<file path="config.mk">
export PLATFORM = sky130hd
export DESIGN_NAME = epoch_to_calendar_date
export DESIGN_NICKNAME = d
export VERILOG_FILES = /design/src/hw/rtl/etcd_pkg.sv /design/src/hw/rtl/etcd_div.sv /design/src/hw/rtl/etcd_walk.sv /design/src/hw/rtl/epoch_to_calendar_date.sv
export SDC_FILE = /design/constraint.sdc
export NUM_CORES = 2
export LEC_CHECK = 0
export BUFFER_PORTS_ARGS = -buffer_cell sky130_fd_sc_hd__buf_2
export CAP_MARGIN = 20
export CORE_UTILIZATION = 50
export DETAILED_ROUTE_END_ITERATION = 8
export HOLD_SLACK_MARGIN = 0.03
export PLACE_DENSITY = 0.69
export RECOVER_POWER = 25
export SETUP_SLACK_MARGIN = 0.3
export SKIP_CTS_REPAIR_TIMING = 1
export SYNTH_ARGS = -nofsm -noshare
export SYNTH_HDL_FRONTEND = slang
export SYNTH_SLANG_ARGS = --single-unit
</file>
<file path="constraint.sdc">
create_clock -name i_clk -period 23.1 [get_ports i_clk]
set_input_delay 2.31 -clock i_clk [delete_from_list [all_inputs] [get_ports i_clk]]
set_output_delay 2.31 -clock i_clk [all_outputs]
set_load 0.005 [all_outputs]
</file>
<file path="src/hw/rtl/etcd_pkg.sv">
// ---------------------------------------------------------------------------
// etcd_pkg
// types, constants and calendar helpers for the epoch to date converter
// ---------------------------------------------------------------------------
`default_nettype none

package etcd_pkg;

    // datapath widths
    localparam int DIV_W  = 32;                 // dividend and quotient
    localparam int DVS_W  = 6;                  // divisor and remainder
    localparam int PROD_W = 2 * DIV_W;          // shared multiplier product
    localparam int DAYS_W = 16;                 // whole days, at most 49710
    localparam int LEN_W  = 9;                  // year or month length
    localparam int YEAR_W = 12;

    // constant divisors
    localparam logic [DVS_W-1:0] SEC_PER_MIN  = 6'd60;
    localparam logic [DVS_W-1:0] MIN_PER_HOUR = 6'd60;
    localparam logic [DVS_W-1:0] HOUR_PER_DAY = 6'd24;
    localparam logic [DVS_W-1:0] DAY_PER_WEEK = 6'd7;

    // scaled reciprocals, exact over the dividend range of each divisor
    localparam logic [DIV_W-1:0] RECIP_60 = 32'h8888_8889;   // any 32-bit value
    localparam logic [DIV_W-1:0] RECIP_24 = 32'hAAAA_AAAB;   // any 32-bit value
    localparam logic [DIV_W-1:0] RECIP_7  = 32'h2492_4925;   // below 2^32 / 3
    localparam int               SHIFT_60 = 37;
    localparam int               SHIFT_24 = 36;
    localparam int               SHIFT_7  = 32;

    // day zero is a thursday
    localparam logic [DIV_W-1:0] WEEKDAY_OFS = 32'd4;

    // calendar constants
    localparam logic [YEAR_W-1:0] EPOCH_YEAR = 12'd1970;
    localparam logic [6:0]        EPOCH_C100 = 7'd70;   // 1970 mod 100
    localparam logic [8:0]        EPOCH_C400 = 9'd370;  // 1970 mod 400
    localparam logic [6:0]        LAST_C100  = 7'd99;
    localparam logic [8:0]        LAST_C400  = 9'd399;
    localparam logic [LEN_W-1:0]  DAYS_LEAP  = 9'd366;
    localparam logic [LEN_W-1:0]  DAYS_YEAR  = 9'd365;
    localparam logic [3:0]        DECEMBER   = 4'd12;

    // divider request and response
    typedef struct packed {
        logic             start;
        logic [DIV_W-1:0] dividend;
        logic [DVS_W-1:0] divisor;
    } t_div_req;

    typedef struct packed {
        logic             done;
        logic [DIV_W-1:0] quo;
        logic [DVS_W-1:0] rem;
    } t_div_rsp;

    // calendar walk request and response
    typedef struct packed {
        logic              start;
        logic [DAYS_W-1:0] days;
    } t_walk_req;

    typedef struct packed {
        logic              done;
        logic [YEAR_W-1:0] year;
        logic [3:0]        month;
        logic [4:0]        day;
    } t_walk_rsp;

    // length of a month, february taking the leap flag
    function automatic logic [LEN_W-1:0] month_days(input logic [3:0] m, input logic leap);
        logic [LEN_W-1:0] len;
        case (m)
            4'd1, 4'd3, 4'd5, 4'd7, 4'd8, 4'd10, 4'd12: len = 9'd31;
            4'd4, 4'd6, 4'd9, 4'd11:                    len = 9'd30;
            4'd2:                                       len = leap ? 9'd29 : 9'd28;
            default:                                    len = 9'd30;
        endcase
        return len;
    endfunction

endpackage

`default_nettype wire

</file>
<file path="src/hw/rtl/etcd_div.sv">
// ---------------------------------------------------------------------------
// etcd_div
// division by a constant divisor through its reciprocal on a shared multiplier
// ---------------------------------------------------------------------------
`default_nettype none

module etcd_div
    import etcd_pkg::*;
(
    input  wire logic     i_clk,
    input  wire logic     i_rst_n,
    input  wire t_div_req i_req,
    output t_div_rsp      o_rsp
);

    typedef enum logic [2:0] {
        S_IDLE,
        S_MUL_QUO,
        S_QUO,
        S_MUL_REM,
        S_REM
    } t_state;

    t_state            r_state;
    logic [DIV_W-1:0]  r_num;
    logic [DVS_W-1:0]  r_dvs;
    logic [PROD_W-1:0] r_prod;
    logic [DIV_W-1:0]  r_quo;
    logic [DVS_W-1:0]  r_rem;
    logic              r_done;

    logic [DIV_W-1:0]  w_recip;
    logic [DIV_W-1:0]  w_quo;
    logic [DIV_W-1:0]  w_mul_a;
    logic [DIV_W-1:0]  w_mul_b;
    logic [PROD_W-1:0] w_prod;

    // reciprocal and quotient scaling for the requested divisor
    always_comb begin
        case (r_dvs)
            HOUR_PER_DAY: begin
                w_recip = RECIP_24;
                w_quo   = DIV_W'(r_prod >> SHIFT_24);
            end
            DAY_PER_WEEK: begin
                w_recip = RECIP_7;
                w_quo   = DIV_W'(r_prod >> SHIFT_7);
            end
            default: begin
                // sixty seconds or sixty minutes
                w_recip = RECIP_60;
                w_quo   = DIV_W'(r_prod >> SHIFT_60);
            end
        endcase
    end

    // shared multiplier: dividend times reciprocal, then quotient times divisor
    assign w_mul_a = (r_state == S_MUL_QUO) ? r_num : r_quo;
    assign w_mul_b = (r_state == S_MUL_QUO) ? w_recip : {{(DIV_W - DVS_W){1'b0}}, r_dvs};
    assign w_prod  = PROD_W'(w_mul_a) * PROD_W'(w_mul_b);

    // sequencer and registers
    always_ff @(posedge i_clk) begin
        if (!i_rst_n) begin
            r_state <= S_IDLE;
            r_done  <= 1'b0;
        end else begin
            r_done <= 1'b0;
            case (r_state)
                S_IDLE: begin
                    if (i_req.start) begin
                        r_num   <= i_req.dividend;
                        r_dvs   <= i_req.divisor;
                        r_state <= S_MUL_QUO;
                    end
                end
                S_MUL_QUO: begin
                    r_prod  <= w_prod;
                    r_state <= S_QUO;
                end
                S_QUO: begin
                    r_quo   <= w_quo;
                    r_state <= S_MUL_REM;
                end
                S_MUL_REM: begin
                    r_prod  <= w_prod;
                    r_state <= S_REM;
                end
                S_REM: begin
                    // remainder is below the divisor, so the low bits suffice
                    r_rem   <= r_num[DVS_W-1:0] - r_prod[DVS_W-1:0];
                    r_done  <= 1'b1;
                    r_state <= S_IDLE;
                end
                default: r_state <= S_IDLE;
            endcase
        end
    end

    assign o_rsp.done = r_done;
    assign o_rsp.quo  = r_quo;
    assign o_rsp.rem  = r_rem;

endmodule

`default_nettype wire

</file>
<file path="src/hw/rtl/etcd_walk.sv">
// ---------------------------------------------------------------------------
// etcd_walk
// year and month walk, one whole year or month taken off per cycle
// ---------------------------------------------------------------------------
`default_nettype none

module etcd_walk
    import etcd_pkg::*;
(
    input  wire logic      i_clk,
    input  wire logic      i_rst_n,
    input  wire t_walk_req i_req,
    output t_walk_rsp      o_rsp
);

    typedef enum logic [1:0] {
        S_IDLE,
        S_YEAR,
        S_MONTH
    } t_state;

    t_state            r_state;
    logic [DAYS_W-1:0] r_days;
    logic [YEAR_W-1:0] r_year;
    logic [6:0]        r_c100;
    logic [8:0]        r_c400;
    logic [3:0]        r_month;
    logic [4:0]        r_day;
    logic              r_done;

    logic              w_leap;
    logic [LEN_W-1:0]  w_len;
    logic [DAYS_W:0]   w_diff;
    logic              w_fits;

    // full leap rule from the mod 4, mod 100 and mod 400 positions
    assign w_leap = (r_year[1:0] == 2'b00) && ((r_c100 != 7'd0) || (r_c400 == 9'd0));

    // shared compare and subtract of one year or one month
    assign w_len  = (r_state == S_YEAR) ? (w_leap ? DAYS_LEAP : DAYS_YEAR)
                                        : month_days(r_month, w_leap);
    assign w_diff = {1'b0, r_days} - {{(DAYS_W + 1 - LEN_W){1'b0}}, w_len};
    assign w_fits = !w_diff[DAYS_W];

    // sequencer and registers
    always_ff @(posedge i_clk) begin
        if (!i_rst_n) begin
            r_state <= S_IDLE;
            r_done  <= 1'b0;
        end else begin
            r_done <= 1'b0;
            case (r_state)
                S_IDLE: begin
                    if (i_req.start) begin
                        r_days  <= i_req.days;
                        r_year  <= EPOCH_YEAR;
                        r_c100  <= EPOCH_C100;
                        r_c400  <= EPOCH_C400;
                        r_month <= 4'd1;
                        r_state <= S_YEAR;
                    end
                end
                S_YEAR: begin
                    if (w_fits) begin
                        r_days <= w_diff[DAYS_W-1:0];
                        r_year <= r_year + 1'b1;
                        r_c100 <= (r_c100 == LAST_C100) ? 7'd0 : r_c100 + 1'b1;
                        r_c400 <= (r_c400 == LAST_C400) ? 9'd0 : r_c400 + 1'b1;
                    end else begin
                        r_state <= S_MONTH;
                    end
                end
                S_MONTH: begin
                    if ((r_month < DECEMBER) && w_fits) begin
                        r_days  <= w_diff[DAYS_W-1:0];
                        r_month <= r_month + 1'b1;
                    end else begin
                        r_day   <= r_days[4:0] + 5'd1;
                        r_done  <= 1'b1;
                        r_state <= S_IDLE;
                    end
                end
                default: r_state <= S_IDLE;
            endcase
        end
    end

    assign o_rsp.done  = r_done;
    assign o_rsp.year  = r_year;
    assign o_rsp.month = r_month;
    assign o_rsp.day   = r_day;

endmodule

`default_nettype wire

</file>
<file path="src/hw/rtl/epoch_to_calendar_date.sv">
// ---------------------------------------------------------------------------
// epoch_to_calendar_date
// converts unsigned seconds since 1970-01-01 00:00:00 to calendar fields
// ---------------------------------------------------------------------------
// usage:
//   a command transfer happens at a clock edge with i_start high and o_busy
//   low; i_epoch_seconds is sampled at that edge. o_busy stays high while the
//   conversion runs.
//   the result appears on o_second .. o_day for exactly one cycle with
//   o_valid high; the receiver cannot stall, so it must take it then. o_busy
//   is already low in that cycle, so a new command may be issued alongside.
// sequence:
//   four passes through the shared reciprocal divider (/60, /60, /24 and the
//   weekday /7) run one after another, then the calendar walk takes off one
//   whole year past 1970 per step and then one month past january per step.
//   the result strobe is raised once the walk is done. one conversion is in
//   flight at a time; a new command can be taken in the strobe cycle.
// reset:
//   i_rst_n low at a clock edge abandons any conversion, clears o_busy and
//   o_valid; only the sequencers and strobes are reset, not the data registers.
// ---------------------------------------------------------------------------
`default_nettype none

module epoch_to_calendar_date
    import etcd_pkg::*;
(
    input  wire logic        i_clk,
    input  wire logic        i_rst_n,
    input  wire logic        i_start,
    input  wire logic [31:0] i_epoch_seconds,
    output logic             o_busy,
    output logic             o_valid,
    output logic [5:0]       o_second,
    output logic [5:0]       o_minute,
    output logic [4:0]       o_hour,
    output logic [2:0]       o_weekday,
    output logic [11:0]      o_year,
    output logic [3:0]       o_month,
    output logic [4:0]       o_day
);

    typedef enum logic [2:0] {
        S_IDLE,
        S_SEC,
        S_MIN,
        S_HOUR,
        S_WDAY,
        S_WALK
    } t_state;

    t_state    r_state;
    t_div_req  r_div_req;
    t_walk_req r_walk_req;
    t_div_rsp  w_div_rsp;
    t_walk_rsp w_walk_rsp;
    logic      w_accept;

    assign w_accept = i_start && (r_state == S_IDLE);
    assign o_busy   = (r_state != S_IDLE);

    // shared divider
    etcd_div u_div (
        .i_clk   (i_clk),
        .i_rst_n (i_rst_n),
        .i_req   (r_div_req),
        .o_rsp   (w_div_rsp)
    );

    // year and month walk
    etcd_walk u_walk (
        .i_clk   (i_clk),
        .i_rst_n (i_rst_n),
        .i_req   (r_walk_req),
        .o_rsp   (w_walk_rsp)
    );

    // top sequencer and registered outputs
    always_ff @(posedge i_clk) begin
        if (!i_rst_n) begin
            r_state          <= S_IDLE;
            r_div_req.start  <= 1'b0;
            r_walk_req.start <= 1'b0;
            o_valid          <= 1'b0;
        end else begin
            r_div_req.start  <= 1'b0;
            r_walk_req.start <= 1'b0;
            o_valid          <= 1'b0;
            case (r_state)
                S_IDLE: begin
                    if (w_accept) begin
                        r_div_req.start    <= 1'b1;
                        r_div_req.dividend <= i_epoch_seconds;
                        r_div_req.divisor  <= SEC_PER_MIN;
                        r_state            <= S_SEC;
                    end
                end
                S_SEC: begin
                    if (w_div_rsp.done) begin
                        o_second           <= w_div_rsp.rem;
                        r_div_req.start    <= 1'b1;
                        r_div_req.dividend <= w_div_rsp.quo;
                        r_div_req.divisor  <= MIN_PER_HOUR;
                        r_state            <= S_MIN;
                    end
                end
                S_MIN: begin
                    if (w_div_rsp.done) begin
                        o_minute           <= w_div_rsp.rem;
                        r_div_req.start    <= 1'b1;
                        r_div_req.dividend <= w_div_rsp.quo;
                        r_div_req.divisor  <= HOUR_PER_DAY;
                        r_state            <= S_HOUR;
                    end
                end
                S_HOUR: begin
                    // whole days feed both the weekday and the walk
                    if (w_div_rsp.done) begin
                        o_hour             <= w_div_rsp.rem[4:0];
                        r_walk_req.days    <= w_div_rsp.quo[DAYS_W-1:0];
                        r_div_req.start    <= 1'b1;
                        r_div_req.dividend <= w_div_rsp.quo + WEEKDAY_OFS;
                        r_div_req.divisor  <= DAY_PER_WEEK;
                        r_state            <= S_WDAY;
                    end
                end
                S_WDAY: begin
                    if (w_div_rsp.done) begin
                        o_weekday        <= w_div_rsp.rem[2:0];
                        r_walk_req.start <= 1'b1;
                        r_state          <= S_WALK;
                    end
                end
                S_WALK: begin
                    if (w_walk_rsp.done) begin
                        o_year  <= w_walk_rsp.year;
                        o_month <= w_walk_rsp.month;
                        o_day   <= w_walk_rsp.day;
                        o_valid <= 1'b1;
                        r_state <= S_IDLE;
                    end
                end
                default: r_state <= S_IDLE;
            endcase
        end
    end

endmodule

`default_nettype wire

</file>
==> results.yml <==
logic_synthesis:
  synthCells: 3531
  synthDistinctLibCells: 67
  avgSynthCellArea_um2: 10.3
  yosysMostFrequentCell: "inv_1"
  async_flop_share: 0
  synth_flop_cell: "edfxtp_1"
  yosys.area.top_type: "fa_1"
  netlist_top_cells_count: "inv_1, fa_1, ha_1, edfxtp_1, nand2_1"
  yosys-top-cells-area: "fa_1, edfxtp_1, ha_1, inv_1, nand2_1"
  syn-cell-area_um2: 36300
  yosys.area.top_type_share: 0.333
  ys_seq_area_frac: 0.221
  yosys_warnings: 0
  synth_edf_count: 258
  ys_ff_latch: 271
clock_tree:
  clk_transition_reported_paths_ns: 0.07
  cts.sinks: 271
  clk_path_buf_depth: 3
  root_buffer: "clkbuf_16"
  cts_buffers: 24
  clk-insertion-delay-late_ns: 0.54
  h-tree-depth: 1
  cts_tree: "built"
timing:
  finalHoldViolCount: 0
  setup_tns_ns: 0
  fin_crit_ns: 11.90
  period_share: 0.515
  setup_viol: 0
  timing.fmax_mhz: 84.0
  drv_slew: 43
  max_slew_margin: -0.270
  worstMarginPinSlew_ns: 1.90
  rsz0062_at_grt: "no"
  clock_skew_ns: 0.0132
die:
  die_x_um: 271
  initial_utilization: 0.506
  ios: 78
  core_area_um2: 71600
  die_area_um2: 73600
  std_cell_rows: 98
  die_y_um: 271
critical_path:
  r2r_setup_slack_ns: 11.20
  critPathTopFamily: "adder cells"
  ff2ff_path_depth: 33
  crit_type: "reg2reg"
  crit_slowest_cell: "clkbuf_1"
  worstPathMaxFanout: 42
  cp-start-kind: "flop"
  required_ns: 23.37
  crit_cells: 33
  worstPathArrival_ns: 12.17
  end_kind: "flop"
  cpPeakStageDelay_ns: 1.42
  crit_buf_inv: 9
  crit_top_cell: "fa_1"
global_routing:
  overflow: 0
  first_global_vias: 26100
  grt_max_degree: 84
  antenna_found_initial: 0
  grt_pass1_wl_um: 160000
  grt_usage: 0.293
pwr:
  ir_drop_mv: 0.0916
  total_power_mw: 2.60
  p_leak_nw: 19.6
  powerDensity_nw_per_um2: 67.5
placement:
  dp_hpwl_um: 92500
  gp_congestion: 1.07
  portBuffers: 77
detailed_routing:
  wire_per_inst_um: 23.4
  drt_iter0_drc: 2770
  via_per_inst: 5.63
  drc_errors: 0
  route.vias.total: 25600
  ant_nets: 0
  wirelength_um: 106000
  drt-pass1-iter-count: 5
flow_run:
  drv_cap: 1
final_layout:
  area_growth_pct: 6.30
  diodes: 0
  drive_gt1_frac: 0.0542
  fillers: 6445
  nets: 4646
min_path:
  hold_path.class: "reg2reg"
  hold_depth: 0
outcome:
  status: "finished with violations"
  violations: "capacitance limit, slew limit"
==> metrics by stage <==
step                      setup slack (ns)  hold slack [ns]  utilization  instances  instance area [µm²]
after floorplan                      14.59            0.400            -       3542                36300
after global placement               13.17            0.401        0.528       4504                37800
after detailed placement             12.99            0.405        0.528       4504                37800
after CTS                            12.96            0.413        0.539       4548                38600
after global routing                 10.75            0.418        0.538       4548                38600
final                                11.20            0.415        0.538       4548                38600
==> kinds of logic after synthesis <==
family	after synthesis	synth area share
adders and majority gates	1031	0.481
buffers and inverters	891	0.0923
and+or+nand+nor	831	0.111
AOI/OAI and AO/OA	410	0.0721
DFF	271	0.221
xor gates and xnor gates	85	0.0205
muxes	10	0.00297
other	2	0.000207
==> power breakdown <==
| group | internal (mW) | switching (mW) | total, mW |
|---|---|---|---|
| combinational | 0.636 | 0.986 | 1.62 |
| clock | 0.210 | 0.182 | 0.392 |
| sequential | 0.573 | 0.0155 | 0.588 |
==> final timing paths <==
check | start | end
max reg2reg | u_div.r_dvs[4] | u_div.r_prod[62]
min | r_div_req[8] | u_div.r_num[2]
max | u_div.r_dvs[4] | u_div.r_prod[62]
min reg2reg | r_div_req[8] | u_div.r_num[2]
==> layout by cell type, fill, tap and decap left out, types with 10 or more instances in the layout <==
cell type,Yosys,routed
a211oi_1,11,10
a21o_1,62,62
a21oi_1,144,142
a221o_1,10,10
a22oi_1,31,31
and2_1,46,42
and3_1,141,141
buf_2,1,76
buf_4,0,22
clkbuf_1,93,16
clkbuf_16,0,24
conb_1,2,13
dfxtp_1,13,13
edfxtp_1,258,258
fa_1,603,603
ha_1,428,428
inv_1,789,789
nand2_1,246,245
nand2b_1,20,20
nand3_1,36,36
nand4_1,19,19
nor2_1,218,214
nor2b_1,13,13
nor3_1,24,24
o211a_1,10,10
o21ai_0,75,75
o21bai_1,10,10
or2_2,31,31
xnor2_1,42,42
xor2_1,43,43
==> routing by layer <==
layer  wire length (µm)  share of wire  global-route usage
met1              40800           0.38               0.374
met2              49600           0.47               0.475
met3               8370          0.079              0.0490
met4               7530          0.071               0.165
met5                  0              0                   0
==> flip-flops by register name (all words and copies together) (netlist names), 4 cells and up <==
register,count
o_day,5
o_hour,5
o_minute,6
o_month,4
o_second,6
o_year,12
r_div_req,37
r_walk_req,17
u_div.r_dvs,4
u_div.r_num,32
u_div.r_prod,38
u_div.r_quo,32
u_div.r_rem,6
u_walk.r_c100,7
u_walk.r_c400,9
u_walk.r_day,5
u_walk.r_days,16
u_walk.r_month,4
u_walk.r_year,12
==> cell type report <==
cell class / instances / area, µm² / share of cell area
Multi-Input combinational cell: 2380 / 25000 / 0.649
Sequential cell: 271 / 8010 / 0.208
Inverter: 791 / 2970 / 0.0770
Tap cell: 950 / 1190 / 0.0308
Clock buffer: 31 / 677 / 0.0176
Timing Repair Buffer: 112 / 598 / 0.0155
Clock inverter: 13 / 93.8 / 0.00243
(Power assumes the default switching activity.)
